<file path="src/hw/rtl/pla_pkg.sv">
// ----------------------------------------------------------------------------
// pla_pkg
// shared constants, codes and control structs of the partial argsort block
// ----------------------------------------------------------------------------
package pla_pkg;

    localparam int POINTS        = 64;
    localparam int IDX_W         = 6;
    localparam int CNT_W         = 7;
    localparam int MAX_KEY_WORDS = 4;
    localparam int STORE_WORDS   = POINTS * MAX_KEY_WORDS;
    localparam int KADDR_W       = 8;
    localparam int WC_W          = 9;

    localparam logic [63:0] NA_KEY = 64'h8000_0000_0000_0000;

    localparam logic CMD_LOAD = 1'b0;
    localparam logic CMD_READ = 1'b1;

    localparam logic [1:0] CFG_NA_MODE   = 2'd0;
    localparam logic [1:0] CFG_KEY_WORDS = 2'd1;
    localparam logic [1:0] CFG_RANK_FROM = 2'd2;
    localparam logic [1:0] CFG_RANK_TO   = 2'd3;

    localparam logic [1:0] NA_NONE  = 2'd0;
    localparam logic [1:0] NA_LAST  = 2'd1;
    localparam logic [1:0] NA_FIRST = 2'd2;

    typedef enum logic [1:0] {
        ST_OK       = 2'd0,
        ST_NA_MULTI = 2'd1,
        ST_BAD_SET  = 2'd2,
        ST_EMPTY    = 2'd3
    } t_status;

    typedef struct packed {
        logic              start;
        logic [WC_W-1:0]   wc;
        logic              err0;
        logic [2:0]        kw;
        logic [1:0]        mode;
        logic signed [7:0] win_lo;
        logic signed [7:0] win_hi;
    } t_sort_cmd;

    typedef struct packed {
        logic             busy;
        logic             done;
        logic [1:0]       err;
        logic [CNT_W-1:0] len;
    } t_sort_rsp;

endpackage

</file>
<file path="src/hw/rtl/pla_sorter.sv">
// ----------------------------------------------------------------------------
// pla_sorter
// set check, permutation setup and windowed quicksort over the permutation
// memory, with the range stack in a second memory
// ----------------------------------------------------------------------------
module pla_sorter (
    input  logic                        i_clk,
    input  logic                        i_rst_n,
    input  pla_pkg::t_sort_cmd          i_cmd,
    output pla_pkg::t_sort_rsp          o_rsp,
    output logic [pla_pkg::KADDR_W-1:0] o_key_raddr,
    input  logic signed [63:0]          i_key_rdata,
    input  logic [pla_pkg::IDX_W-1:0]   i_prd_addr,
    output logic [pla_pkg::IDX_W-1:0]   o_prd_data
);
    import pla_pkg::*;

    typedef enum logic [22:0] {
        S_IDLE    = 23'h000001,
        S_DIV     = 23'h000002,
        S_INIT_RD = 23'h000004,
        S_INIT_WR = 23'h000008,
        S_POP     = 23'h000010,
        S_POPW    = 23'h000020,
        S_SRD     = 23'h000040,
        S_SWA     = 23'h000080,
        S_SWB     = 23'h000100,
        S_PKR     = 23'h000200,
        S_PKW     = 23'h000400,
        S_LSTEP   = 23'h000800,
        S_LWT     = 23'h001000,
        S_CMPR    = 23'h002000,
        S_CMPW    = 23'h004000,
        S_RSTEP   = 23'h008000,
        S_RWT     = 23'h010000,
        S_SWCHK   = 23'h020000,
        S_SWD     = 23'h040000,
        S_FINW    = 23'h080000,
        S_FIN2    = 23'h100000,
        S_PSH1    = 23'h200000,
        S_PSH2    = 23'h400000
    } t_state;

    logic [IDX_W-1:0]     perm_mem [POINTS];
    logic [2*IDX_W-1:0]   stack_mem [POINTS];
    logic [IDX_W-1:0]     r_prd;
    logic [2*IDX_W-1:0]   r_srd;

    t_state               r_state, n_state;
    logic [2:0]           r_kw, n_kw;
    logic [1:0]           r_mode, n_mode;
    logic signed [7:0]    r_wlo, n_wlo, r_whi, n_whi;
    logic [WC_W-1:0]      r_wc, n_wc, r_acc, n_acc, r_n, n_n;
    logic                 r_e0, n_e0;
    logic [CNT_W-1:0]     r_i, n_i, r_len, n_len, r_sp, n_sp, r_l, n_l, r_r, n_r;
    logic signed [7:0]    r_lo, n_lo, r_hi, n_hi;
    logic [IDX_W-1:0]     r_s, n_s, r_e, n_e, r_pp, n_pp, r_piv, n_piv;
    logic [IDX_W-1:0]     r_vl, n_vl, r_vr, n_vr, r_ve, n_ve;
    logic [2:0]           r_d, n_d;
    logic                 r_ret, n_ret;
    logic signed [63:0]   r_pk [MAX_KEY_WORDS];
    logic                 pk_we;

    logic                 pw_en;
    logic [IDX_W-1:0]     pw_addr, pw_data, pr_addr;
    logic                 sw_en;
    logic [IDX_W-1:0]     sw_addr, sr_addr;
    logic [2*IDX_W-1:0]   sw_data;

    logic [9:0]           acc_nx;
    logic                 kw_bad, e0_fin, e1_fin;
    logic [IDX_W-1:0]     mid, mid_pop;
    logic [CNT_W-1:0]     l_nx, r_nx;
    logic signed [7:0]    first, last, pp_sg, s_sg, e_sg;
    logic                 is_na, k_ne, k_lt, push1, push2;
    logic [8:0]           ve_prod, piv_prod;

    always_ff @(posedge i_clk) begin
        if (pw_en) begin
            perm_mem[pw_addr] <= pw_data;
        end
        r_prd <= perm_mem[pr_addr];
        if (sw_en) begin
            stack_mem[sw_addr] <= sw_data;
        end
        r_srd <= stack_mem[sr_addr];
        if (pk_we) begin
            r_pk[r_d[1:0]] <= i_key_rdata;
        end
    end

    always_comb begin
        acc_nx   = {1'b0, r_acc} + {7'd0, r_kw};
        kw_bad   = (r_kw == 3'd0) || (r_kw > 3'(MAX_KEY_WORDS));
        e0_fin   = r_e0 || kw_bad || (r_acc != r_wc) || (r_n > WC_W'(POINTS)) ||
                   (r_n == '0);
        e1_fin   = (r_mode != NA_NONE) && (r_kw != 3'd1);
        mid      = 6'(({1'b0, r_s} + {1'b0, r_e}) >> 1);
        mid_pop  = 6'(({1'b0, r_srd[2*IDX_W-1:IDX_W]} + {1'b0, r_srd[IDX_W-1:0]}) >> 1);
        l_nx     = r_l + 7'd1;
        r_nx     = r_r - 7'd1;
        first    = (r_mode == NA_FIRST) ? r_hi : 8'sd0;
        last     = (r_mode == NA_FIRST) ? $signed({1'b0, r_len} - 8'd1) : r_lo;
        pp_sg    = $signed({2'b00, r_pp});
        s_sg     = $signed({2'b00, r_s});
        e_sg     = $signed({2'b00, r_e});
        is_na    = (r_mode != NA_NONE) && (i_key_rdata == NA_KEY);
        k_ne     = i_key_rdata != r_pk[r_d[1:0]];
        k_lt     = i_key_rdata < r_pk[r_d[1:0]];
        ve_prod  = ({3'd0, r_ve} * {6'd0, r_kw}) + {6'd0, r_d};
        piv_prod = ({3'd0, r_piv} * {6'd0, r_kw}) + {6'd0, r_d};
        push1    = (pp_sg < r_whi) && (e_sg >= r_wlo) &&
                   ({1'b0, r_pp} + 7'd1 < {1'b0, r_e}) && (r_sp < 7'(POINTS));
        push2    = (s_sg <= r_whi) && (pp_sg > r_wlo) &&
                   ({1'b0, r_s} + 7'd1 < {1'b0, r_pp}) && (r_sp < 7'(POINTS));

        n_state = r_state; n_kw = r_kw; n_mode = r_mode; n_wlo = r_wlo; n_whi = r_whi;
        n_wc = r_wc; n_acc = r_acc; n_n = r_n; n_e0 = r_e0; n_i = r_i; n_len = r_len;
        n_sp = r_sp; n_l = r_l; n_r = r_r; n_lo = r_lo; n_hi = r_hi; n_s = r_s;
        n_e = r_e; n_pp = r_pp; n_piv = r_piv; n_vl = r_vl; n_vr = r_vr; n_ve = r_ve;
        n_d = r_d; n_ret = r_ret;
        pk_we = 1'b0;
        pw_en = 1'b0; pw_addr = '0; pw_data = '0; pr_addr = i_prd_addr;
        sw_en = 1'b0; sw_addr = '0; sw_data = '0; sr_addr = '0;
        o_key_raddr = '0;
        o_rsp.busy = (r_state != S_IDLE);
        o_rsp.done = 1'b0;
        o_rsp.err  = 2'd0;
        o_rsp.len  = r_len;

        unique case (r_state)
            S_IDLE: begin
                if (i_cmd.start) begin
                    n_wc = i_cmd.wc; n_e0 = i_cmd.err0; n_kw = i_cmd.kw;
                    n_mode = (i_cmd.mode == 2'd3) ? NA_NONE : i_cmd.mode;
                    n_wlo = i_cmd.win_lo; n_whi = i_cmd.win_hi;
                    n_acc = '0; n_n = '0;
                    n_state = S_DIV;
                end
            end
            S_DIV: begin
                if (!kw_bad && acc_nx <= {1'b0, r_wc}) begin
                    n_acc = acc_nx[WC_W-1:0];
                    n_n = r_n + 9'd1;
                end else if (e0_fin || e1_fin) begin
                    o_rsp.done = 1'b1;
                    o_rsp.err  = {e1_fin, e0_fin};
                    o_rsp.len  = '0;
                    n_len = '0;
                    n_state = S_IDLE;
                end else begin
                    n_len = r_n[CNT_W-1:0];
                    n_i = '0; n_lo = -8'sd1; n_hi = $signed({1'b0, r_n[CNT_W-1:0]});
                    n_state = S_INIT_RD;
                end
            end
            S_INIT_RD: begin
                if (r_i == r_len) begin
                    n_sp = '0;
                    if (first < last) begin
                        sw_en = 1'b1;
                        sw_data = {first[IDX_W-1:0], last[IDX_W-1:0]};
                        n_sp = 7'd1;
                    end
                    n_state = S_POP;
                end else begin
                    o_key_raddr = {2'b00, r_i[IDX_W-1:0]};
                    n_state = S_INIT_WR;
                end
            end
            S_INIT_WR: begin
                pw_en = 1'b1;
                pw_data = r_i[IDX_W-1:0];
                if ((r_mode == NA_FIRST) == is_na) begin
                    n_lo = r_lo + 8'sd1;
                    pw_addr = n_lo[IDX_W-1:0];
                end else begin
                    n_hi = r_hi - 8'sd1;
                    pw_addr = n_hi[IDX_W-1:0];
                end
                n_i = r_i + 7'd1;
                n_state = S_INIT_RD;
            end
            S_POP: begin
                if (r_sp == '0) begin
                    o_rsp.done = 1'b1;
                    n_state = S_IDLE;
                end else begin
                    n_sp = r_sp - 7'd1;
                    sr_addr = n_sp[IDX_W-1:0];
                    n_state = S_POPW;
                end
            end
            S_POPW: begin
                n_s = r_srd[2*IDX_W-1:IDX_W];
                n_e = r_srd[IDX_W-1:0];
                pr_addr = mid_pop;
                n_state = S_SRD;
            end
            S_SRD: begin
                n_piv = r_prd;
                pr_addr = r_s;
                n_state = S_SWA;
            end
            S_SWA: begin
                pw_en = 1'b1; pw_addr = mid; pw_data = r_prd;
                n_state = S_SWB;
            end
            S_SWB: begin
                pw_en = 1'b1; pw_addr = r_s; pw_data = r_piv;
                n_d = '0;
                n_state = S_PKR;
            end
            S_PKR: begin
                o_key_raddr = piv_prod[KADDR_W-1:0];
                n_state = S_PKW;
            end
            S_PKW: begin
                pk_we = 1'b1;
                if (r_d + 3'd1 == r_kw) begin
                    n_l = {1'b0, r_s}; n_r = {1'b0, r_e} + 7'd1; n_pp = r_s;
                    n_state = S_LSTEP;
                end else begin
                    n_d = r_d + 3'd1;
                    n_state = S_PKR;
                end
            end
            S_LSTEP: begin
                n_l = l_nx;
                if (l_nx < r_r) begin
                    pr_addr = l_nx[IDX_W-1:0];
                    n_state = S_LWT;
                end else begin
                    n_state = S_RSTEP;
                end
            end
            S_LWT: begin
                n_ve = r_prd; n_vl = r_prd; n_d = '0; n_ret = 1'b0;
                n_state = S_CMPR;
            end
            S_CMPR: begin
                o_key_raddr = ve_prod[KADDR_W-1:0];
                n_state = S_CMPW;
            end
            S_CMPW: begin
                if (k_ne || (r_d + 3'd1 == r_kw)) begin
                    if (!r_ret) begin
                        if (k_ne && k_lt) begin
                            n_pp = r_pp + 6'd1;
                            n_state = S_LSTEP;
                        end else begin
                            n_state = S_RSTEP;
                        end
                    end else begin
                        n_state = (k_ne && !k_lt) ? S_RSTEP : S_SWCHK;
                    end
                end else begin
                    n_d = r_d + 3'd1;
                    n_state = S_CMPR;
                end
            end
            S_RSTEP: begin
                n_r = r_nx;
                if (r_nx > r_l) begin
                    pr_addr = r_nx[IDX_W-1:0];
                    n_state = S_RWT;
                end else begin
                    n_state = S_SWCHK;
                end
            end
            S_RWT: begin
                n_ve = r_prd; n_vr = r_prd; n_d = '0; n_ret = 1'b1;
                n_state = S_CMPR;
            end
            S_SWCHK: begin
                if (r_l < r_r) begin
                    pw_en = 1'b1; pw_addr = r_l[IDX_W-1:0]; pw_data = r_vr;
                    n_state = S_SWD;
                end else begin
                    pr_addr = r_pp;
                    n_state = S_FINW;
                end
            end
            S_SWD: begin
                pw_en = 1'b1; pw_addr = r_r[IDX_W-1:0]; pw_data = r_vl;
                n_pp = r_pp + 6'd1;
                n_state = S_LSTEP;
            end
            S_FINW: begin
                pw_en = 1'b1; pw_addr = r_s; pw_data = r_prd;
                n_state = S_FIN2;
            end
            S_FIN2: begin
                pw_en = 1'b1; pw_addr = r_pp; pw_data = r_piv;
                n_state = S_PSH1;
            end
            S_PSH1: begin
                if (push1) begin
                    sw_en = 1'b1; sw_addr = r_sp[IDX_W-1:0];
                    sw_data = {r_pp + 6'd1, r_e};
                    n_sp = r_sp + 7'd1;
                end
                n_state = S_PSH2;
            end
            S_PSH2: begin
                if (push2) begin
                    sw_en = 1'b1; sw_addr = r_sp[IDX_W-1:0];
                    sw_data = {r_s, r_pp - 6'd1};
                    n_sp = r_sp + 7'd1;
                end
                n_state = S_POP;
            end
            default: begin
                n_state = S_IDLE;
            end
        endcase
    end

    always_ff @(posedge i_clk) begin
        if (!i_rst_n) begin
            r_state <= S_IDLE;
            r_sp    <= '0;
            r_len   <= '0;
        end else begin
            r_state <= n_state;
            r_sp    <= n_sp;
            r_len   <= n_len;
        end
        r_kw <= n_kw; r_mode <= n_mode; r_wlo <= n_wlo; r_whi <= n_whi;
        r_wc <= n_wc; r_acc <= n_acc; r_n <= n_n; r_e0 <= n_e0; r_i <= n_i;
        r_l <= n_l; r_r <= n_r; r_lo <= n_lo; r_hi <= n_hi; r_s <= n_s; r_e <= n_e;
        r_pp <= n_pp; r_piv <= n_piv; r_vl <= n_vl; r_vr <= n_vr; r_ve <= n_ve;
        r_d <= n_d; r_ret <= n_ret;
    end

    assign o_prd_data = r_prd;

endmodule
</file>
<file path="config.mk">
export PLATFORM = sky130hd
export DESIGN_NAME = pla_sorter
export DESIGN_NICKNAME = d
export VERILOG_FILES = /design/src/hw/rtl/pla_pkg.sv /design/src/hw/rtl/pla_sorter.sv
export SDC_FILE = /design/constraint.sdc
export NUM_CORES = 2
export LEC_CHECK = 0
export ABC_AREA = 1
export BUFFER_PORTS_ARGS = -buffer_cell sky130_fd_sc_hd__buf_2
export CAP_MARGIN = 20
export CORE_MARGIN = 10
export CORE_UTILIZATION = 35
export DETAILED_ROUTE_END_ITERATION = 7
export GPL_TIMING_DRIVEN = 0
export PLACE_DENSITY = 0.51
export SYNTH_ARGS = -nofsm -noshare
export SYNTH_HDL_FRONTEND = slang
export SYNTH_SLANG_ARGS = --single-unit
</file>
<file path="constraint.sdc">
create_clock -name i_clk -period 6.5 [get_ports i_clk]
set_clock_uncertainty 0.1 [all_clocks]
set_input_delay 0.325 -clock i_clk [delete_from_list [all_inputs] [get_ports i_clk]]
set_output_delay 0.325 -clock i_clk [all_outputs]
set_load 0.005 [all_outputs]
</file>
## After elaboration in Yosys (flattened, before gate mapping)

Memory sizes are Yosys's and may differ from the RTL's. A register that Yosys moved wholly into a read port is not among the register bits.
Index checks and enable logic that the tools add are counted.

- Add/sub/neg operators: 20
- $mul: 2
- Divide/modulo/power cells: 0
- $lt $le $gt $ge: 15
- Eq/ne operators: 49
- Shift-type cells: 0
- Mux-type cells: 93
- Bitwise gates (word level): 1
- Reductions and logical operators: 50

Operators with widths:

| cell | count |
|---|---|
| 23-bit case mux with 22 select lines | 1 |
| 6-bit two-way mux | 16 |
| 23-bit two-way mux | 4 |
| 64-bit == test, second input constant | 1 |
| 64-bit < comparator | 1 |
| 8-bit two-way mux | 8 |
| 64-bit inequality test | 1 |
| 7-bit two-way mux | 9 |
| 12-bit two-way mux | 5 |
| 6-bit case mux with 5 select lines | 2 |
| 7-bit case mux with 2 select lines | 3 |
| 18-bit two-way mux | 2 |
| 9-bit two-way mux | 4 |
| 12-bit case mux with 3 select lines | 1 |
| 6-bit case mux with 6 select lines | 1 |
| 9-bit case mux with 2 select lines | 2 |
| 16-bit two-way mux | 2 |
| 2-bit inequality test, second input constant | 16 |
| 8-bit case mux with 2 select lines | 2 |
| 7-bit case mux with 4 select lines | 1 |
| 8-bit case mux with 3 select lines | 1 |
| 23-bit by 1-bit == test with 1-bit output, second input constant | 1 |
| 23-bit by 10-bit == test with 1-bit output, second input constant | 1 |
| 23-bit by 11-bit == test with 1-bit output, second input constant | 1 |
| other kinds (81) | 144 |

- Bits in registers: 169
- Bits in latches: 0
- Bits in writable memories: 1408
- Bits in read-only memories: 0
- Input bits: 104
- Memories kept: 3

Memories:

| memory | depth | width | read ports | clocked after memory_dff | write ports | line | text |
|---|---|---|---|---|---|---|---|
| stack_mem | 64 | 12 | 1 | 1 | 1 | pla_sorter.sv:45 | `logic [2*IDX_W-1:0] stack_mem [POINTS];` |
| perm_mem | 64 | 6 | 1 | 1 | 1 | pla_sorter.sv:44 | `logic [IDX_W-1:0] perm_mem [POINTS];` |
| r_pk | 4 | 64 | 1 | 1 | 1 | pla_sorter.sv:61 | `logic signed [63:0] r_pk [MAX_KEY_WORDS];` |

## Logic depth before layout (Yosys ltp)

- Word-level depth: 10
- Gate-level depth with buffers: 27

## Worst setup path before layout

Ideal clock, no wire load.

- Path kind: reg2reg
- Start point: reg r_mode[0]
- End point: mem stack_mem[0][7] (netlist name), data pin
- Arrival time: 4.199 ns
- Required time: 5.833 ns
- Path slack: 1.633 ns
- Stages on the path, launching flop included: 15
- Path buffers: 2
- Cells stage by stage: edfxtp_1 inv_1 nand2_1 clkbuf_1 inv_1 clkbuf_1 o21ai_0 mux2i_1 ha_1 nand2_1 inv_1 nand4_1 o211ai_1 nand3_1 o221ai_1

- Cells in the longest elaborated chain, start to end: 6

Ends and longest elaborated chain:

| what | line | text |
|---|---|---|
| from (decl) | pla_sorter.sv:51 | `logic [1:0] r_mode, n_mode;` |
| from (signal assigned) | pla_sorter.sv:329 | `r_kw <= n_kw; r_mode <= n_mode; r_wlo <= n_wlo; r_whi <= n_whi;` |
| 2-bit == test * | pla_sorter.sv:102, pla_sorter.sv:103 |  |
| 8-bit two-way mux, on equally long branches | pla_sorter.sv:102, pla_sorter.sv:103 |  |
| 8-bit < comparator | pla_sorter.sv:160 | `if (first < last) begin` |
| 12-bit two-way mux * | pla_sorter.sv:160 |  |
| 12-bit two-way mux * | pla_sorter.sv:158 | `if (r_i == r_len) begin` |
| 12-bit case mux with 3 select lines * | pla_sorter.sv:131 | `unique case (r_state)` |
| net sw_data[7] | pla_sorter.sv:68 | `logic [2*IDX_W-1:0] sw_data;` |
| to (decl) | pla_sorter.sv:45 |  |

The timed path passes the listed nets; every way through them passes the cells marked *.

## Final worst setup path

- Start point: reg r_mode[1]
- End point: mem stack_mem[8][1] (netlist name), enable pin

- Cells in the longest elaborated chain, start to end: 8

Ends and longest elaborated chain:

| what | line | text |
|---|---|---|
| 2-bit == test * | pla_sorter.sv:102, pla_sorter.sv:103 |  |
| 8-bit two-way mux, on equally long branches | pla_sorter.sv:102, pla_sorter.sv:103 |  |
| 8-bit < comparator * | pla_sorter.sv:160 |  |
| 1-bit two-way mux * | pla_sorter.sv:160 |  |
| 1-bit two-way mux * | pla_sorter.sv:158 |  |
| 1-bit case mux with 3 select lines * | pla_sorter.sv:131 |  |
| 1-bit two-way mux * | pla_sorter.sv:83 | `if (sw_en) begin` |
| 1-bit two-way mux (implied by the code) * | pla_sorter.sv:84 | `stack_mem[sw_addr] <= sw_data;` |

Mark *: on every way between the ends. The rest lies on a longest branch, timed or not.

==> metrics <==
outcome=complete, no violations; Logic pwr share=0.044; syn_area_per_cell=11.2 sq um; Fin. Hold Viols=0; vias=~52000; minimum clock period=around 6.3 ns; clock share of power=0.454; largest net degree at the start of global routing=65; Cell Int Power=17500 uW; Post-Synth Simple-Gate Area=0.167; met3 GRT Util=0.0330; die area=228000 sq um; post-synthesis mux area share=0.000273; Core Area=208000 sq um; FF+latch count, synth=1597; CP Max Fanout=12; hold buffers post-CTS=98; Main synth FF type=edfxtp_1; antenna violations before repair=11; P_leak=0.0312 uW; final setup fails=0; Most Crowded Layer GR=met2; Hold Crit Class=in -> reg; Post-Route WL=236000 microns; clk sinks=approximately 1600; Top-Level Pins=129; die height=around 480 microns; total congestion overflow=0; Pins Over Slew Limit=0; largest family of logic cells by synthesized area=simple AND/OR/NAND/NOR gates; cell count after synthesis=6536; Total GRT Usage=0.198; 1st-pass router iterations=6; Synth async-reset ratio=0; max frequency=between 150 and 200 MHz; proportion of layout cells with a drive suffix above 1=0.112; Synth Cell Area=73400 sq um; post-synthesis compound-gate area fraction=0.0935; Max Cap Viol=0; Starting Density=0.353; Clock transition at path regs=0.06 ns; GR Layer Usage met1=0.274; port bufs=approximately 130; switching portion of total power=0.220; Critical Path RT=6.83 ns; placed cells=~9500; synthesized-area fraction occupied by adder cells=0.0370; post-route insts no fill=9981; Warnings, synthesis=0; power per cell area=260 nW/um^2; Tot Pwr=22400 uW; htree depth=4; Relative slew margins=0.200; Post-Synth XOR/XNOR Area=0.00740; post-CTS setup buffer count=0; synth unique cells=60; vias per inst=around 5.2; TritonCTS clock tree=built; GP Congestion=a little over 0.9; crit path capture type=flip-flop; DR WL/cell=23.6 microns; P&R area growth vs syn=17.5%; Post-DP HPWL=167000 microns; clock latency on the worst-skew pair=0.83 ns; CTS Buffer Depth=3; number of global-route vias before repair=between 50000 and 60000; RSZ-0062 raised after global routing=false; TritonCTS buffer count=178; CTS root buffer=clkbuf_16; Critical Path Source Type=flip-flop; Crit path arrival time=6.62 ns; # fillers=19800; DRC viols=0; post-cts resize count=0; r2r setup slk=between 0.2 and 0.25 ns; Flop pwr share=0.503; worst slew pin tran=1.20 ns; Post-synth EDFFs=1540; FP Rows=167; switching power total=4930 uW; Multi-input gate area=22700 sq um; first-pass GRT wire length=341000 microns; Synth Net Count=just under 7000; type of the worst setup path=reg -> reg; DRT iter0 DRCs=5313; Peak supply drop=0.273 mV; met2 usage=0.318; Die W=478 microns; register area share after synthesis=0.646; nets=between 7000 and 8000; register area=47400 sq um; Final ANT Viol Nets=0; crit share post-route=0.968
==> cell type report <==
cell class,count,area share
Clock buffer,236,0.0563
Inverter,576,0.0251
Antenna cell,7,0.000203
Buffer,318,0.0161
Multi-Input combinational cell,4045,0.264
Sequential cell,1597,0.550
Tap cell,2788,0.0405
Timing Repair Buffer,325,0.0367
Clock inverter,89,0.0115
==> kinds of logic after synthesis <==
group,after synthesis
AOI/OAI and AO/OA,1106
xor gates and xnor gates,62
adders and majority gates,208
buffers and inverters,894
DFF,1597
muxes,2
and+or+nand+nor,2667
==> metrics by stage <==
step	worst slack [ns]	TNS (ns)	util	cell area (sq um)	hold WS (ns)
finish	0.209	0	0.415	86200	0.0941
global route	0.0491	0	0.415	86200	0.0827
CTS	0.408	0	0.413	85900	0.0341
detailed placement	0.442	0	0.381	79000	0.314
global placement	-4.26	-2938.62	0.373	77500	0.317
floorplan	1.63	0	-	73400	0.308
==> critical path, cell delays in order, from the launching register on <==
cell and delay [ns]:
edfxtp_1 0.45, nand2_1 0.18, clkbuf_1 0.33, inv_1 0.15
clkbuf_1 0.23, o21ai_0 0.88, ha_1 0.40, a21oi_1 0.14
nand2_1 0.07, nand4_1 0.09, nand2_1 0.06, nand2_1 0.17
nand3_1 0.77, nand2_1 0.37, nand3_1 0.49, nor2_1 1.00
==> registers in the layout, indices dropped and copies added, names as in the netlist, 9 cells and up, named ones only <==
name       cells
perm_mem     384
r_acc          9
r_n            9
r_pk         256
r_srd         12
r_state       23
r_wc           9
stack_mem    768
==> layer usage <==
metal | up-vias | wire, microns
met1 | 25700 | 104000
li1 | 24200 | -
met5 | - | 18
met2 | 1833 | 109000
met4 | 2 | 6890
met3 | 375 | 16100
==> power by group through the flow <==
stage	Clock [uW]	Sequential (uW)	Combinational [uW]
after floorplan	0	11500	561
after global placement	0	11500	883
after detailed placement	0	11500	918
after CTS	10400	11300	973
after global routing	10800	11300	1090
final	10200	11300	978
==> cells in the final DEF, fill, tap and decap left out, types with 18 or more instances in the layout <==
master and instances:
o21ai_0 322, buf_1 34, buf_12 25, edfxtp_1 1540, xor2_1 52, buf_16 19, or2_2 135, inv_1 559
nor2_1 337, nand3b_1 172, bufinv_16 18, o22ai_1 21, o211ai_1 137, buf_2 234, buf_6 19, clkinv_1 35
clkbuf_1 206, dfxtp_1 57, or2_0 60, a32o_1 64, o21ai_1 106, nand4_1 45, nor3_1 38, nand2_1 1255
ha_1 193, dlygate4sd3_1 98, a21boi_1 34, o21bai_1 127, clkinv_2 20, nor4_1 29, buf_4 49, nand3_1 539
a21oi_1 219, clkbuf_16 183
==> cells in the mapped netlist (10+ instances only) <==
cell | instances | area (sq um)
nor3_1 | 38 | 190
edfxtp_1 | 1540 | 46200
a21oi_1 | 219 | 1100
nand3b_1 | 172 | 1290
buf_1 | 34 | 128
a21boi_0 | 14 | 105
o21bai_1 | 127 | 953
or2_2 | 135 | 845
a221oi_1 | 10 | 87.6
o21ai_0 | 323 | 1620
a32o_1 | 64 | 641
nor2_2 | 10 | 62.6
dfxtp_1 | 57 | 1140
o22ai_1 | 21 | 131
inv_1 | 559 | 2100
nand2_1 | 1255 | 4710
buf_4 | 16 | 120
nand4_1 | 45 | 282
ha_1 | 193 | 2410
a21boi_1 | 34 | 255
nand3_1 | 545 | 2730
inv_2 | 12 | 45.0
nor2_1 | 342 | 1280
fa_1 | 15 | 300
xnor2_1 | 10 | 87.6
nor4_1 | 30 | 188
o21ai_1 | 106 | 531
xor2_1 | 52 | 455
o221ai_1 | 20 | 175
or2_0 | 60 | 375
buf_2 | 107 | 536
o211ai_1 | 137 | 1030
clkbuf_1 | 160 | 601
==> final timing paths <==
kind / startpoint / to / cells after the start
setup / recovery: r_mode[1] / stack_mem[8][1] / 15
setup reg to reg: r_mode[1] / stack_mem[8][1] / 15
hold / removal: i_prd_addr[5] / o_prd_data[4] / 7
hold reg to reg: r_srd[0] / r_e[0] / 0
Note: power is estimated with default switching activity, not from simulation.
